**src/hw/rtl/case_swap_dual_char_fifo_core_assert.svh**
```systemverilog
// Assertion macros shared by the dual character FIFO modules.
// Expects clk_i and rst_ni to be in scope where the macros are used.
`ifndef CASE_SWAP_DUAL_CHAR_FIFO_CORE_ASSERT_SVH
`define CASE_SWAP_DUAL_CHAR_FIFO_CORE_ASSERT_SVH

// Property checked at every rising edge of clk_i outside reset.
`define CSDF_ASSERT(label, prop) \
  label: assert property (@(posedge clk_i) disable iff (!rst_ni) prop) \
    else $error("csdf assertion failed");

// Consequence must hold in the cycle after the antecedent.
`define CSDF_ASSERT_NEXT(label, ante, cons) \
  `CSDF_ASSERT(label, (ante) |=> (cons))

`endif

```
**src/hw/rtl/csdf_pkg.sv**
```systemverilog
`timescale 1ns / 1ps
// Shared types, codes and constants of the dual character FIFO.
// No dependencies; used by csdf_queue and the top level.
package csdf_pkg;

  localparam int unsigned QueueDepthDefault = 64;
  localparam int unsigned CapW  = 7;
  localparam int unsigned CharW = 8;
  localparam int unsigned OccW  = 7;

  localparam logic [CapW-1:0] CapacityReset = 7'd64;

  localparam logic [CharW-1:0] CharUpperFirst = 8'h41;  // 'A'
  localparam logic [CharW-1:0] CharUpperLast  = 8'h5A;  // 'Z'
  localparam logic [CharW-1:0] CharLowerFirst = 8'h61;  // 'a'
  localparam logic [CharW-1:0] CharLowerLast  = 8'h7A;  // 'z'
  localparam logic [CharW-1:0] CaseBit        = 8'h20;

  localparam logic QueueUpper = 1'b0;
  localparam logic QueueLower = 1'b1;

  typedef enum logic [1:0] {
    ReqPush  = 2'd0,
    ReqPop   = 2'd1,
    ReqPeek  = 2'd2,
    ReqClear = 2'd3
  } req_e;

  typedef enum logic [1:0] {
    StatusOk        = 2'd0,
    StatusFull      = 2'd1,
    StatusEmpty     = 2'd2,
    StatusNotLetter = 2'd3
  } status_e;

  // Per-queue command issued by the top level for one accepted request.
  typedef struct packed {
    logic push;
    logic pop;
    logic clear;
    logic rd;
  } queue_cmd_t;

  typedef struct packed {
    logic             letter;
    logic             sel;
    logic [CharW-1:0] ch;
  } char_class_t;

  // Upper-case letters go to the lower queue as lower case, and the reverse.
  function automatic char_class_t classify(logic [CharW-1:0] ch);
    char_class_t res;
    res.letter = 1'b0;
    res.sel    = QueueUpper;
    res.ch     = ch ^ CaseBit;
    if (ch >= CharUpperFirst && ch <= CharUpperLast) begin
      res.letter = 1'b1;
      res.sel    = QueueLower;
    end else if (ch >= CharLowerFirst && ch <= CharLowerLast) begin
      res.letter = 1'b1;
      res.sel    = QueueUpper;
    end
    return res;
  endfunction

endpackage

```
**src/hw/rtl/csdf_ram.sv**
```systemverilog
`timescale 1ns / 1ps
// Generic single write port, single read port RAM with registered read data.
// No dependencies.
module csdf_ram #(
  parameter int unsigned Width = 8,
  parameter int unsigned Depth = 64,
  localparam int unsigned AddrW = $clog2(Depth)
) (
  input  logic             clk_i,
  input  logic             we_i,
  input  logic [AddrW-1:0] waddr_i,
  input  logic [Width-1:0] wdata_i,
  input  logic             re_i,
  input  logic [AddrW-1:0] raddr_i,
  output logic [Width-1:0] rdata_o
);

  logic [Width-1:0] mem_q [Depth];
  logic [Width-1:0] rdata_q;

  always_ff @(posedge clk_i) begin
    if (we_i) begin
      mem_q[waddr_i] <= wdata_i;
    end
    if (re_i) begin
      rdata_q <= mem_q[raddr_i];
    end
  end

  assign rdata_o = rdata_q;

endmodule

```
**src/hw/rtl/csdf_queue.sv**
```systemverilog
`timescale 1ns / 1ps
// One circular character queue: head pointer, fill count and storage RAM.
// Depends on csdf_pkg, csdf_ram and the assertion macro header.
`include "case_swap_dual_char_fifo_core_assert.svh"
module csdf_queue #(
  parameter int unsigned Depth = csdf_pkg::QueueDepthDefault,
  localparam int unsigned AW = $clog2(Depth),
  localparam int unsigned CW = $clog2(Depth + 1)
) (
  input  logic                          clk_i,
  input  logic                          rst_ni,
  input  csdf_pkg::queue_cmd_t          cmd_i,
  input  logic [csdf_pkg::CharW-1:0]    wdata_i,
  output logic [CW-1:0]                 count_o,
  output logic [csdf_pkg::CharW-1:0]    rdata_o
);

  logic [AW-1:0] head_q, head_d;
  logic [CW-1:0] count_q, count_d;
  logic [AW:0]   tail_sum;
  logic [AW-1:0] tail;
  logic [AW-1:0] head_inc;

  // head + count stays below twice the depth, so one subtract wraps it.
  assign tail_sum = (AW+1)'(head_q) + (AW+1)'(count_q);
  assign tail     = (tail_sum >= (AW+1)'(Depth)) ? AW'(tail_sum - (AW+1)'(Depth))
                                                 : AW'(tail_sum);
  assign head_inc = (head_q == AW'(Depth - 1)) ? '0 : head_q + AW'(1);

  always_comb begin
    head_d  = head_q;
    count_d = count_q;
    priority if (cmd_i.clear) begin
      head_d  = '0;
      count_d = '0;
    end else if (cmd_i.push) begin
      count_d = count_q + CW'(1);
    end else if (cmd_i.pop) begin
      head_d  = head_inc;
      count_d = count_q - CW'(1);
    end
  end

  always_ff @(posedge clk_i or negedge rst_ni) begin
    if (!rst_ni) begin
      head_q  <= '0;
      count_q <= '0;
    end else begin
      head_q  <= head_d;
      count_q <= count_d;
    end
  end

  csdf_ram #(
    .Width (csdf_pkg::CharW),
    .Depth (Depth)
  ) u_store (
    .clk_i   (clk_i),
    .we_i    (cmd_i.push),
    .waddr_i (tail),
    .wdata_i (wdata_i),
    .re_i    (cmd_i.rd),
    .raddr_i (head_q),
    .rdata_o (rdata_o)
  );

  assign count_o = count_q;

  `CSDF_ASSERT(a_count_bound, count_q <= CW'(Depth))
  `CSDF_ASSERT(a_pop_not_empty, cmd_i.pop |-> count_q != '0)
  `CSDF_ASSERT(a_push_has_room, cmd_i.push |-> count_q < CW'(Depth) && !cmd_i.pop)

endmodule

```
**src/hw/rtl/case_swap_dual_char_fifo_core.sv**
```systemverilog
`timescale 1ns / 1ps
// Top level of the case-swapping dual character FIFO.
// Depends on csdf_pkg, csdf_queue and the assertion macro header.
//
// Usage: requests arrive on the slave stream. s_axis_tdata carries the
// character and s_axis_tuser carries the request kind and the queue select.
// Each request gives exactly one response on the master stream, carrying the
// status, the queue acted on, its occupancy afterwards and, for a peek, the
// head character. A push of an upper-case letter stores its lower-case form
// in the lower queue, and a lower-case letter goes to the upper queue in
// upper case; any other byte is refused with a not-a-letter status.
// The response is presented in the cycle after acceptance, and a new request
// is accepted in every cycle while the response side keeps up. This follows
// from the registered read port of the queue RAMs, which fetch the head
// character in the same edge that accepts the request. When the receiver
// stalls, the response is held and s_axis_tready drops only while the held
// response is not being taken, so a request may be accepted in the very
// cycle its predecessor's response is taken. The user must write the capacity
// register through cfg_we_i/cfg_wdata_i only while idle; the block does not
// enforce it. Reset empties both queues and sets the capacity to 64; the
// stores need no clearing pass, as unwritten entries are never returned.
`include "case_swap_dual_char_fifo_core_assert.svh"
module case_swap_dual_char_fifo_core #(
  parameter int unsigned QueueDepth = csdf_pkg::QueueDepthDefault
) (
  input  logic                        clk_i,
  input  logic                        rst_ni,
  // Configuration: capacity register.
  input  logic                        cfg_we_i,
  input  logic [csdf_pkg::CapW-1:0]   cfg_wdata_i,
  // Request stream.
  input  logic                        s_axis_tvalid,
  output logic                        s_axis_tready,
  input  logic [7:0]                  s_axis_tdata,   // [7:0] char_in
  input  logic [2:0]                  s_axis_tuser,   // [1:0] req_type, [2] queue_sel
  // Response stream.
  output logic                        m_axis_tvalid,
  input  logic                        m_axis_tready,
  output logic [15:0]                 m_axis_tdata,   // [7:0] data_out, [14:8] occupancy
  output logic [2:0]                  m_axis_tuser    // [1:0] status, [2] queue_used
);

  localparam int unsigned CW   = $clog2(QueueDepth + 1);
  localparam int unsigned CMPW = (CW > csdf_pkg::CapW) ? CW : csdf_pkg::CapW;

  // Capacity register.
  logic [csdf_pkg::CapW-1:0] cap_q;

  always_ff @(posedge clk_i or negedge rst_ni) begin
    if (!rst_ni) begin
      cap_q <= csdf_pkg::CapacityReset;
    end else if (cfg_we_i) begin
      cap_q <= cfg_wdata_i;
    end
  end

  // Request decode.
  logic                   s_fire;
  csdf_pkg::req_e         req;
  csdf_pkg::char_class_t  cls;
  logic                   sel;
  logic [CW-1:0]          up_count, lo_count, cnt_sel, cnt_next;
  logic [csdf_pkg::CharW-1:0] up_rdata, lo_rdata;
  logic                   full, empty;
  logic                   do_push, do_pop, do_clear, peek_ok;
  csdf_pkg::status_e      status_d;
  csdf_pkg::queue_cmd_t   up_cmd, lo_cmd;

  assign s_fire = s_axis_tvalid && s_axis_tready;
  assign req    = csdf_pkg::req_e'(s_axis_tuser[1:0]);
  assign cls    = csdf_pkg::classify(s_axis_tdata);

  // A letter push picks its queue from the case; everything else obeys the select.
  assign sel     = (req == csdf_pkg::ReqPush && cls.letter) ? cls.sel : s_axis_tuser[2];
  assign cnt_sel = (sel == csdf_pkg::QueueLower) ? lo_count : up_count;
  assign empty   = (cnt_sel == '0);
  assign full    = (CMPW'(cnt_sel) >= CMPW'(cap_q)) || (cnt_sel >= CW'(QueueDepth));

  always_comb begin
    do_push  = 1'b0;
    do_pop   = 1'b0;
    do_clear = 1'b0;
    peek_ok  = 1'b0;
    status_d = csdf_pkg::StatusOk;
    cnt_next = cnt_sel;
    unique case (req)
      csdf_pkg::ReqPush: begin
        if (!cls.letter) begin
          status_d = csdf_pkg::StatusNotLetter;
        end else if (full) begin
          status_d = csdf_pkg::StatusFull;
        end else begin
          do_push  = 1'b1;
          cnt_next = cnt_sel + CW'(1);
        end
      end
      csdf_pkg::ReqPop: begin
        if (empty) begin
          status_d = csdf_pkg::StatusEmpty;
        end else begin
          do_pop   = 1'b1;
          cnt_next = cnt_sel - CW'(1);
        end
      end
      csdf_pkg::ReqPeek: begin
        if (empty) begin
          status_d = csdf_pkg::StatusEmpty;
        end else begin
          peek_ok = 1'b1;
        end
      end
      csdf_pkg::ReqClear: begin
        do_clear = 1'b1;
        cnt_next = '0;
      end
      default: begin
        status_d = csdf_pkg::StatusOk;
      end
    endcase
  end

  // Both RAMs read their head on every accepted request; the read data then
  // holds until the next acceptance, which keeps a stalled peek response intact.
  always_comb begin
    up_cmd.push  = s_fire && do_push  && (sel == csdf_pkg::QueueUpper);
    up_cmd.pop   = s_fire && do_pop   && (sel == csdf_pkg::QueueUpper);
    up_cmd.clear = s_fire && do_clear && (sel == csdf_pkg::QueueUpper);
    up_cmd.rd    = s_fire;
    lo_cmd.push  = s_fire && do_push  && (sel == csdf_pkg::QueueLower);
    lo_cmd.pop   = s_fire && do_pop   && (sel == csdf_pkg::QueueLower);
    lo_cmd.clear = s_fire && do_clear && (sel == csdf_pkg::QueueLower);
    lo_cmd.rd    = s_fire;
  end

  csdf_queue #(
    .Depth (QueueDepth)
  ) u_upper (
    .clk_i   (clk_i),
    .rst_ni  (rst_ni),
    .cmd_i   (up_cmd),
    .wdata_i (cls.ch),
    .count_o (up_count),
    .rdata_o (up_rdata)
  );

  csdf_queue #(
    .Depth (QueueDepth)
  ) u_lower (
    .clk_i   (clk_i),
    .rst_ni  (rst_ni),
    .cmd_i   (lo_cmd),
    .wdata_i (cls.ch),
    .count_o (lo_count),
    .rdata_o (lo_rdata)
  );

  // Response register.
  logic                       m_valid_q, m_valid_d;
  csdf_pkg::status_e          status_q;
  logic                       sel_q;
  logic [csdf_pkg::OccW-1:0]  occ_q;
  logic                       peek_ok_q;
  logic [csdf_pkg::CharW-1:0] data_out;

  assign s_axis_tready = !m_valid_q || m_axis_tready;

  always_comb begin
    m_valid_d = m_valid_q;
    if (s_fire) begin
      m_valid_d = 1'b1;
    end else if (m_axis_tready) begin
      m_valid_d = 1'b0;
    end
  end

  always_ff @(posedge clk_i or negedge rst_ni) begin
    if (!rst_ni) begin
      m_valid_q <= 1'b0;
    end else begin
      m_valid_q <= m_valid_d;
    end
  end

  always_ff @(posedge clk_i) begin
    if (s_fire) begin
      status_q  <= status_d;
      sel_q     <= sel;
      occ_q     <= csdf_pkg::OccW'(cnt_next);
      peek_ok_q <= peek_ok;
    end
  end

  assign data_out = !peek_ok_q ? '0 :
                    (sel_q == csdf_pkg::QueueLower) ? lo_rdata : up_rdata;

  assign m_axis_tvalid = m_valid_q;
  assign m_axis_tdata  = {1'b0, occ_q, data_out};
  assign m_axis_tuser  = {sel_q, status_q};

  `CSDF_ASSERT_NEXT(a_accept_gives_response, s_fire, m_valid_q)
  `CSDF_ASSERT_NEXT(a_non_letter_refused,
    s_fire && req == csdf_pkg::ReqPush && !cls.letter,
    status_q == csdf_pkg::StatusNotLetter)
  `CSDF_ASSERT_NEXT(a_clear_empties, s_fire && req == csdf_pkg::ReqClear,
    status_q == csdf_pkg::StatusOk && occ_q == '0)
  `CSDF_ASSERT(a_data_only_on_peek, m_valid_q && data_out != '0 |-> status_q == csdf_pkg::StatusOk)

endmodule

```
**config.mk**
```make
export PLATFORM = sky130hd
export DESIGN_NAME = case_swap_dual_char_fifo_core
export DESIGN_NICKNAME = d
export VERILOG_FILES = /design/src/hw/rtl/csdf_pkg.sv /design/src/hw/rtl/csdf_ram.sv /design/src/hw/rtl/csdf_queue.sv /design/src/hw/rtl/case_swap_dual_char_fifo_core.sv
export VERILOG_INCLUDE_DIRS = /design/src /design/src/hw/rtl
export SDC_FILE = /design/constraint.sdc
export NUM_CORES = 1
export LEC_CHECK = 0
export ABC_AREA = 1
export BUFFER_PORTS_ARGS = -buffer_cell sky130_fd_sc_hd__buf_2
export CAP_MARGIN = 30
export CORE_AREA = 2 2 363 365
export CTS_BUF_LIST = sky130_fd_sc_hd__clkbuf_4
export DETAILED_ROUTE_END_ITERATION = 8
export DIE_AREA = 0 0 365 367
export GPL_ROUTABILITY_DRIVEN = 0
export GPL_TIMING_DRIVEN = 0
export MAX_ROUTING_LAYER = met4
export REMOVE_ABC_BUFFERS = 1
export SLEW_MARGIN = 20
export SYNTH_ARGS = -nofsm -noshare
export SYNTH_HDL_FRONTEND = slang
export SYNTH_SLANG_ARGS = --single-unit
```
**constraint.sdc**
```tcl
create_clock -name clk_i -period 5.1 [get_ports clk_i]
set_input_delay 0.51 -clock clk_i [delete_from_list [all_inputs] [get_ports clk_i]]
set_output_delay 0.51 -clock clk_i [all_outputs]
set_load 0.1 [all_outputs]
```
==> qor.yml, run 1 <==
synthTopCellsByArea: "edfxtp_1 70%, o21ai_0 7.4%, nor2_1 7.3%"
drt_iter0_markers: 3255
drv_cap: 0
swShare: 0.383
startpoint_type: "input pin"
drc: 0
place_ws_ns: -1.07
numCtsBuffers: 294
hold_class: "in2reg"
synth_top_cell_by_area: "edfxtp_1"
status: "complete, no violations"
leakage_nw: 17.2
track_usage: 0.186
syn_area_um2: 45200
worstReg2RegStart: "u_upper.count_o[5]"
final_layout_size_suffix_gt1_frac: 0.148
die_area_um2: 134000
synthFlopType: "edfxtp_1"
area_growth_pct: 14.5
power_frac_seq: 0.395
wl_met3_mm: 8.99
p_switching_mw: 10.2
io_pins: 44
grt_overflow_total: 0
netlist.area_leader.share: 0.698
p_comb_frac: 0.336
dp_hpwl_mm: 68.0
cp_top_family: "simple AND/OR/NAND/NOR gates"
grt_pass1_wl_mm: 183
fin_cells: 5836
viasPerCell: 5.26
rsz0062_at_grt: "false"
grt_pass1_vias: 29500
timing.final.hold_violations: 0
antenna_found_initial: 5
ir_drop_mv: 0.546
core-area_um2: 130000
period_share: 0.950
clk_pin_slew_ns: 0.06
r2r_slack_ns: 0.87
synth-edff-count: 1051
fin_ws_ns: 0.254
fmax_mhz: 206
final_antenna_net_count: 0
worst-path-buf-inv: 7
portBuffers: 42
initial_core_util: 0.346
top_layer: "met4"
final.setup.tns_ns: 0
synth_cell_types: 49
whs_ns: 0.249
grt_start_max_net_pins: 130
design_area_um2: 51800
chipHeight_um: 367
fin_nets: 3977
firstDrtPassIters: 6
clock_skew_ns: 0.0716
cellPowerDensity_nw_per_um2: 516
routedWlPerCell_um: 20.9
cts.path.max_buffers: 4
ys_ff_latch: 1085
holdCritStartpoint: "cfg_we_i"
cp_slowest_cell: "nor2_1"
worst-setup-path-type: "in2reg"
worst_slew_pin_slew_ns: 0.949
dp.cells: 5309
synthTopCellsByCount: "1051 x edfxtp_1, 882 x nor2_1, 667 x o21ai_0, 292 x o22ai_1, 197 x clkbuf_1"
vias: 30700
netlist_instances: 3711
clock_sinks: 1085
crit_top_cell: "nand2_1"
cp_data_required_time_ns: 5.86
final_util: 0.397
p_int_mw: 16.5
end_kind: "flop"
syn_avg_cell_area_um2: 12.2
met1_length_mm: 53.3
clkPwrFrac: 0.269
tritoncts: "done"
fillers: 12500
synthArstFlopShare: 0.0313
dpl_cell_area_um2: 47500
drv_slew: 0
rows: 133
min_period_ns: 4.85
cp_slowest_stage_delay_ns: 0.75
cp_max_fo: 20
cts_root_buf: "clkbuf_4"
power.total_mw: 26.7
met2WireLength_mm: 57.1
yosys_warnings: 0
yosysMostFrequentCell: "edfxtp_1"
die_w_um: 365
ys_seq_area_frac: 0.717
clock_latency_ns: 1.20
crit_path_start: "s_axis_tdata[4]"
drt_wl_total_mm: 122
worst_ep_arrival_time_ns: 5.61
setup_viol: 0
slew_headroom: 0.365
htreeDepth: 5
==> power groups by stage <==
stage	combinational (mW)	sequential, mW	clock, mW
after floorplan	5.17	11.0	0
after global placement	7.43	11.4	0
after detailed placement	8.75	10.7	0
after CTS	8.84	10.5	7.34
after global routing	9.79	10.6	7.83
final	8.96	10.5	7.19
==> area by class of cell <==
class,instances,area (um2),share of cell area
sequential,1085,32400,0.627
clock inverter,54,264,0.00510
multi-input combinational,2304,11600,0.223
clock buffer,407,3060,0.0590
inverter,93,383,0.00740
tap,1755,2200,0.0424
antenna,7,17.5,0.000338
timing repair buffer,131,1840,0.0355
==> worst reg2reg max path, stage by stage (launching register included) <==
cell	delay (ns)
dfrtp_1	0.48
o21ai_2	0.32
inv_1	0.17
ha_1	0.31
nand2_1	0.09
o21ai_0	0.10
a211oi_2	0.29
nand3_2	0.13
nor2_4	0.19
nand3_2	0.13
clkinv_2	0.13
nand2_2	0.21
nor2_4	0.22
nand2_2	0.29
nor2_1	0.76
==> worst paths after layout <==
path	end	cells after the start
max	u_upper.u_store.mem_q[37][0]	26
min	cap_q[6]	3
max in group asynchronous	cap_q[6]	4
max reg2reg	u_upper.u_store.mem_q[37][0]	14
min in group asynchronous	u_lower.count_o[6]	3
min reg2reg	u_upper.count_o[6]	2
==> sequential cells by signal, indices dropped and copies added, names as in the netlist <==
name and cells:
status_q 2, cap_q 7, u_upper.u_store.rdata_o 8, occ_q 7
u_lower.count_o 7, sel_q 1, u_upper.count_o 7, m_axis_tvalid 1
u_lower.head_q 6, u_upper.head_q 6, u_upper.u_store.mem_q 512, u_lower.u_store.rdata_o 8
u_lower.u_store.mem_q 512, peek_ok_q 1
==> layer usage <==
metal  GRT usage  up-vias
li1            -    14200
met5           -        -
met2       0.280     1177
met4      0.0624        0
met3      0.0369      175
met1       0.250    15200
==> layout by cell type, fill, tap and decap left out, drive strengths merged, types with 3 or more instances in the layout <==
| cell type | instances |
|---|---|
| fa | 4 |
| ha | 41 |
| dfrtp | 33 |
| inv | 94 |
| nand4 | 13 |
| xor2 | 15 |
| diode | 7 |
| o32ai | 17 |
| nor2 | 892 |
| edfxtp | 1051 |
| xnor2 | 5 |
| nand3 | 69 |
| buf | 90 |
| o21ai | 670 |
| nand2 | 205 |
| o21bai | 7 |
| o211ai | 11 |
| o221ai | 17 |
| dlygate4sd3 | 41 |
| or2 | 4 |
| o22ai | 292 |
| nand3b | 3 |
| clkbuf | 407 |
| clkinv | 51 |
| nor3 | 4 |
| a21oi | 24 |
==> what timing repair did <==
action	in CTS	in global routing
setup endpoints to repair	0	1031
hold endpoints to repair	565	13
hold buffers	55	1
setup buffers	0	1
resized for setup	0	11
==> kinds of logic after synthesis <==
kind of cell | after synthesis | share of synthesized area
adder cells (fa/ha/maj) | 45 | 0.0131
buffers and inverters | 322 | 0.0281
flip-flops | 1085 | 0.717
other | 1 | 0.0000830
multiplexers | 1 | 0.000249
XOR/XNOR | 20 | 0.00388
AND/OR/NAND/NOR | 1194 | 0.110
AO/OA/AOI/OAI | 1043 | 0.128
No activity file was read; power rests on OpenSTA's default activity.
==> run 2: changes to the inputs <==
--- a/config.mk
+++ b/config.mk
@@ -9,6 +9,8 @@
 export ABC_AREA = 1
 export BUFFER_PORTS_ARGS = -buffer_cell sky130_fd_sc_hd__buf_2
 export CAP_MARGIN = 30
+export CELL_PAD_IN_SITES_DETAIL_PLACEMENT = 1
+export CELL_PAD_IN_SITES_GLOBAL_PLACEMENT = 1
 export CORE_AREA = 2 2 363 365
 export CTS_BUF_LIST = sky130_fd_sc_hd__clkbuf_4
 export DETAILED_ROUTE_END_ITERATION = 8
@@ -16,6 +18,7 @@
 export GPL_ROUTABILITY_DRIVEN = 0
 export GPL_TIMING_DRIVEN = 0
 export MAX_ROUTING_LAYER = met4
+export PLACE_DENSITY_LB_ADDON = 0.1
 export REMOVE_ABC_BUFFERS = 1
 export SLEW_MARGIN = 20
 export SYNTH_ARGS = -nofsm -noshare
==> qor.yml, run 2 (synthesis gave the netlist of run 1 again) <==
dp_hpwl_mm: 80.9  # +19%
fmax_mhz: 209  # +1.4%
firstDrtPassIters: 5  # -1
setup_viol: 0  # unchanged
cp_data_required_time_ns: 5.92  # +0.06 ns
chipHeight_um: 367  # unchanged
final_antenna_net_count: 0  # unchanged
viasPerCell: 5.21  # -0.88%
status: "complete, no violations"
period_share: 0.937  # -0.0129
cp_slowest_cell: "nor2_1"
routedWlPerCell_um: 24.0  # +15%
numCtsBuffers: 316  # +7.5%
fin_cells: 5933  # +1.7%
die_area_um2: 134000  # unchanged
grt_pass1_vias: 32200  # +9.0%
final_cell_mix: "1051 x edfxtp_1, 872 x nor2_1, 665 x o21ai_0"
worst-setup-path-type: "in2reg"
clock_latency_ns: 1.24  # +0.04 ns
die_w_um: 365  # unchanged
drc: 0  # unchanged
final_common_cell: "edfxtp_1"
fin_nets: 4026  # +1.2%
dpl_cell_area_um2: 47700  # +0.38%
fillers: 14000  # +12%
drv_cap: 0  # unchanged
hold_class: "in2reg"
worst_ep_arrival_time_ns: 5.60  # about the same
slew_headroom: 0.327  # -0.0384
leakage_nw: 17.8  # +3.0%
clock_skew_ns: 0.0663  # -0.00527 ns
path_cells: "dlygate4sd3_1, buf_12, inv_1, nand2_1, nor2_1, nand2_1, nand2_1, nand3_4, nand2_8, nand2_1, o21ai_4, inv_1, ha_1, nand2_1, o21ai_0, a211oi_2, nand3_2, nor2_4, nand3_2, clkinv_2, nand2_4, nor2_4, nand2_2, nor2_1"
core-area_um2: 130000  # unchanged
vias: 30900  # +0.77%
min_period_ns: 4.78  # -0.0659 ns
dp.cells: 5318  # +0.17%
rows: 133  # unchanged
startpoint_type: "input pin"
grt_overflow_total: 0  # unchanged
clock_sinks: 1085  # unchanged
top_regs: "u_lower.u_store.mem_q: 512 flops, u_upper.u_store.mem_q: 512 flops"
grt_start_max_net_pins: 101  # -22%
drv_slew: 0  # unchanged
portBuffers: 42  # unchanged
cp_slowest_stage_delay_ns: 0.83  # +0.08 ns
end_kind: "flop"
crit_top_cell: "nand2_1"
cts.path.max_buffers: 4  # unchanged
area_growth_pct: 16.6
drt_wl_total_mm: 142  # +17%
htreeDepth: 5  # unchanged
final_layout_size_suffix_gt1_frac: 0.167  # +0.0195
cp_max_fo: 51  # +160%
timing.final.hold_violations: 0  # unchanged
design_area_um2: 52700  # +1.8%
initial_core_util: 0.346  # unchanged
antenna_found_initial: 7  # +2
worst_slew_pin_slew_ns: 1.01  # +0.0579 ns
grt_pass1_wl_mm: 210  # +15%
cellPowerDensity_nw_per_um2: 534  # +3.5%
ir_drop_mv: 0.305  # -44%
multi_input_area_um2: 11600  # +0.38%
tritoncts: "done"
clk_pin_slew_ns: 0.06  # about the same
cts_root_buf: "clkbuf_4"
seq_area_um2: 32400  # unchanged
drt_iter0_markers: 2003  # -38%
rsz0062_at_grt: "true"
io_pins: 44  # unchanged
track_usage: 0.219  # +0.0330
[run 2: changes by cell type in the layout (fill, tap and decap cells not counted), sizes merged]
| cell | delta |
|---|---|
| clkinv | -5 |
| dlygate4sd3 | +11 |
| diode | +5 |
| bufinv | +2 |
| buf | +15 |
| clkbuf | +71 |
| nand2 | +1 |
| inv | -3 |
[run 2: layout make-up]
class	count	area share
antenna	12	0.000570
timing repair buffer	157	0.0412
sequential	1085	0.615
inverter	93	0.00741
multi-input combinational	2305	0.220
clock inverter	48	0.00553
tap	1755	0.0417
clock buffer	478	0.0681
[run 2: final timing paths]
path / to / from / cells past startpoint / slack (ns)
max: u_upper.u_store.mem_q[56][4] / s_axis_tdata[7] / 24 / 0.32
min: u_lower.count_o[5] / s_axis_tuser[1] / 9 / 0.12
max reg2reg: u_upper.u_store.mem_q[10][7] / u_upper.head_q[1] / 17 / 0.75
min reg2reg: u_upper.count_o[6] / u_upper.count_o[6] / 2 / 0.61
max in group asynchronous: u_lower.head_q[0] / rst_ni / 4 / 4.07
min in group asynchronous: cap_q[6] / rst_ni / 3 / 0.43
[run 2: timing repair]
action / in CTS / in global routing
resized for setup: 2 / 23
pin swaps: 0 / 2
endpoints found under the hold margin: 1010 / 0
endpoints found under the setup margin: 86 / 971
cloned: 0 / 1
hold buffers: 68 / 0
buffers inserted: 0 / 1
[run 2: metal layers]
metal	part of all wire	wire, um	track usage
met1	0.45	64500	0.282
met3	0.041	5880	0.0400
met2	0.48	67900	0.343
met5	0	0	-
met4	0.029	4080	0.0792
[run 2: per-stage QoR]
stage	utilization	setup slack [ns]	total power [mW]	TNS (ns)	hold slack, ns
global route	0.404	-0.00960	29.9	-0.0306	0.0693
global placement	0.358	-18.45	19.2	-5487.22	0.492
floorplan	-	-5.10	16.1	-1036.00	0.214
finish	0.404	0.320	28.1	0	0.117
CTS	0.403	0.0371	28.5	0	0.0157
detailed placement	0.366	-1.44	20.2	-1319.61	0.494
[run 2: report_power, final]
group / switching, mW / internal [mW] / total, mW
sequential: 0.563 / 10.0 / 10.6
clock: 3.70 / 4.43 / 8.13
combinational: 6.65 / 2.77 / 9.42
total: 10.9 / 17.2 / 28.1
[run 2: worst max-delay path: cells and delay by family]
family / cells / cell delay, ns
AND/OR/NAND/NOR: 15 / 2.96
adder cells (fa/ha/maj): 1 / 0.32
AO/OA/AOI/OAI: 3 / 0.55
buffers and inverters: 5 / 1.16
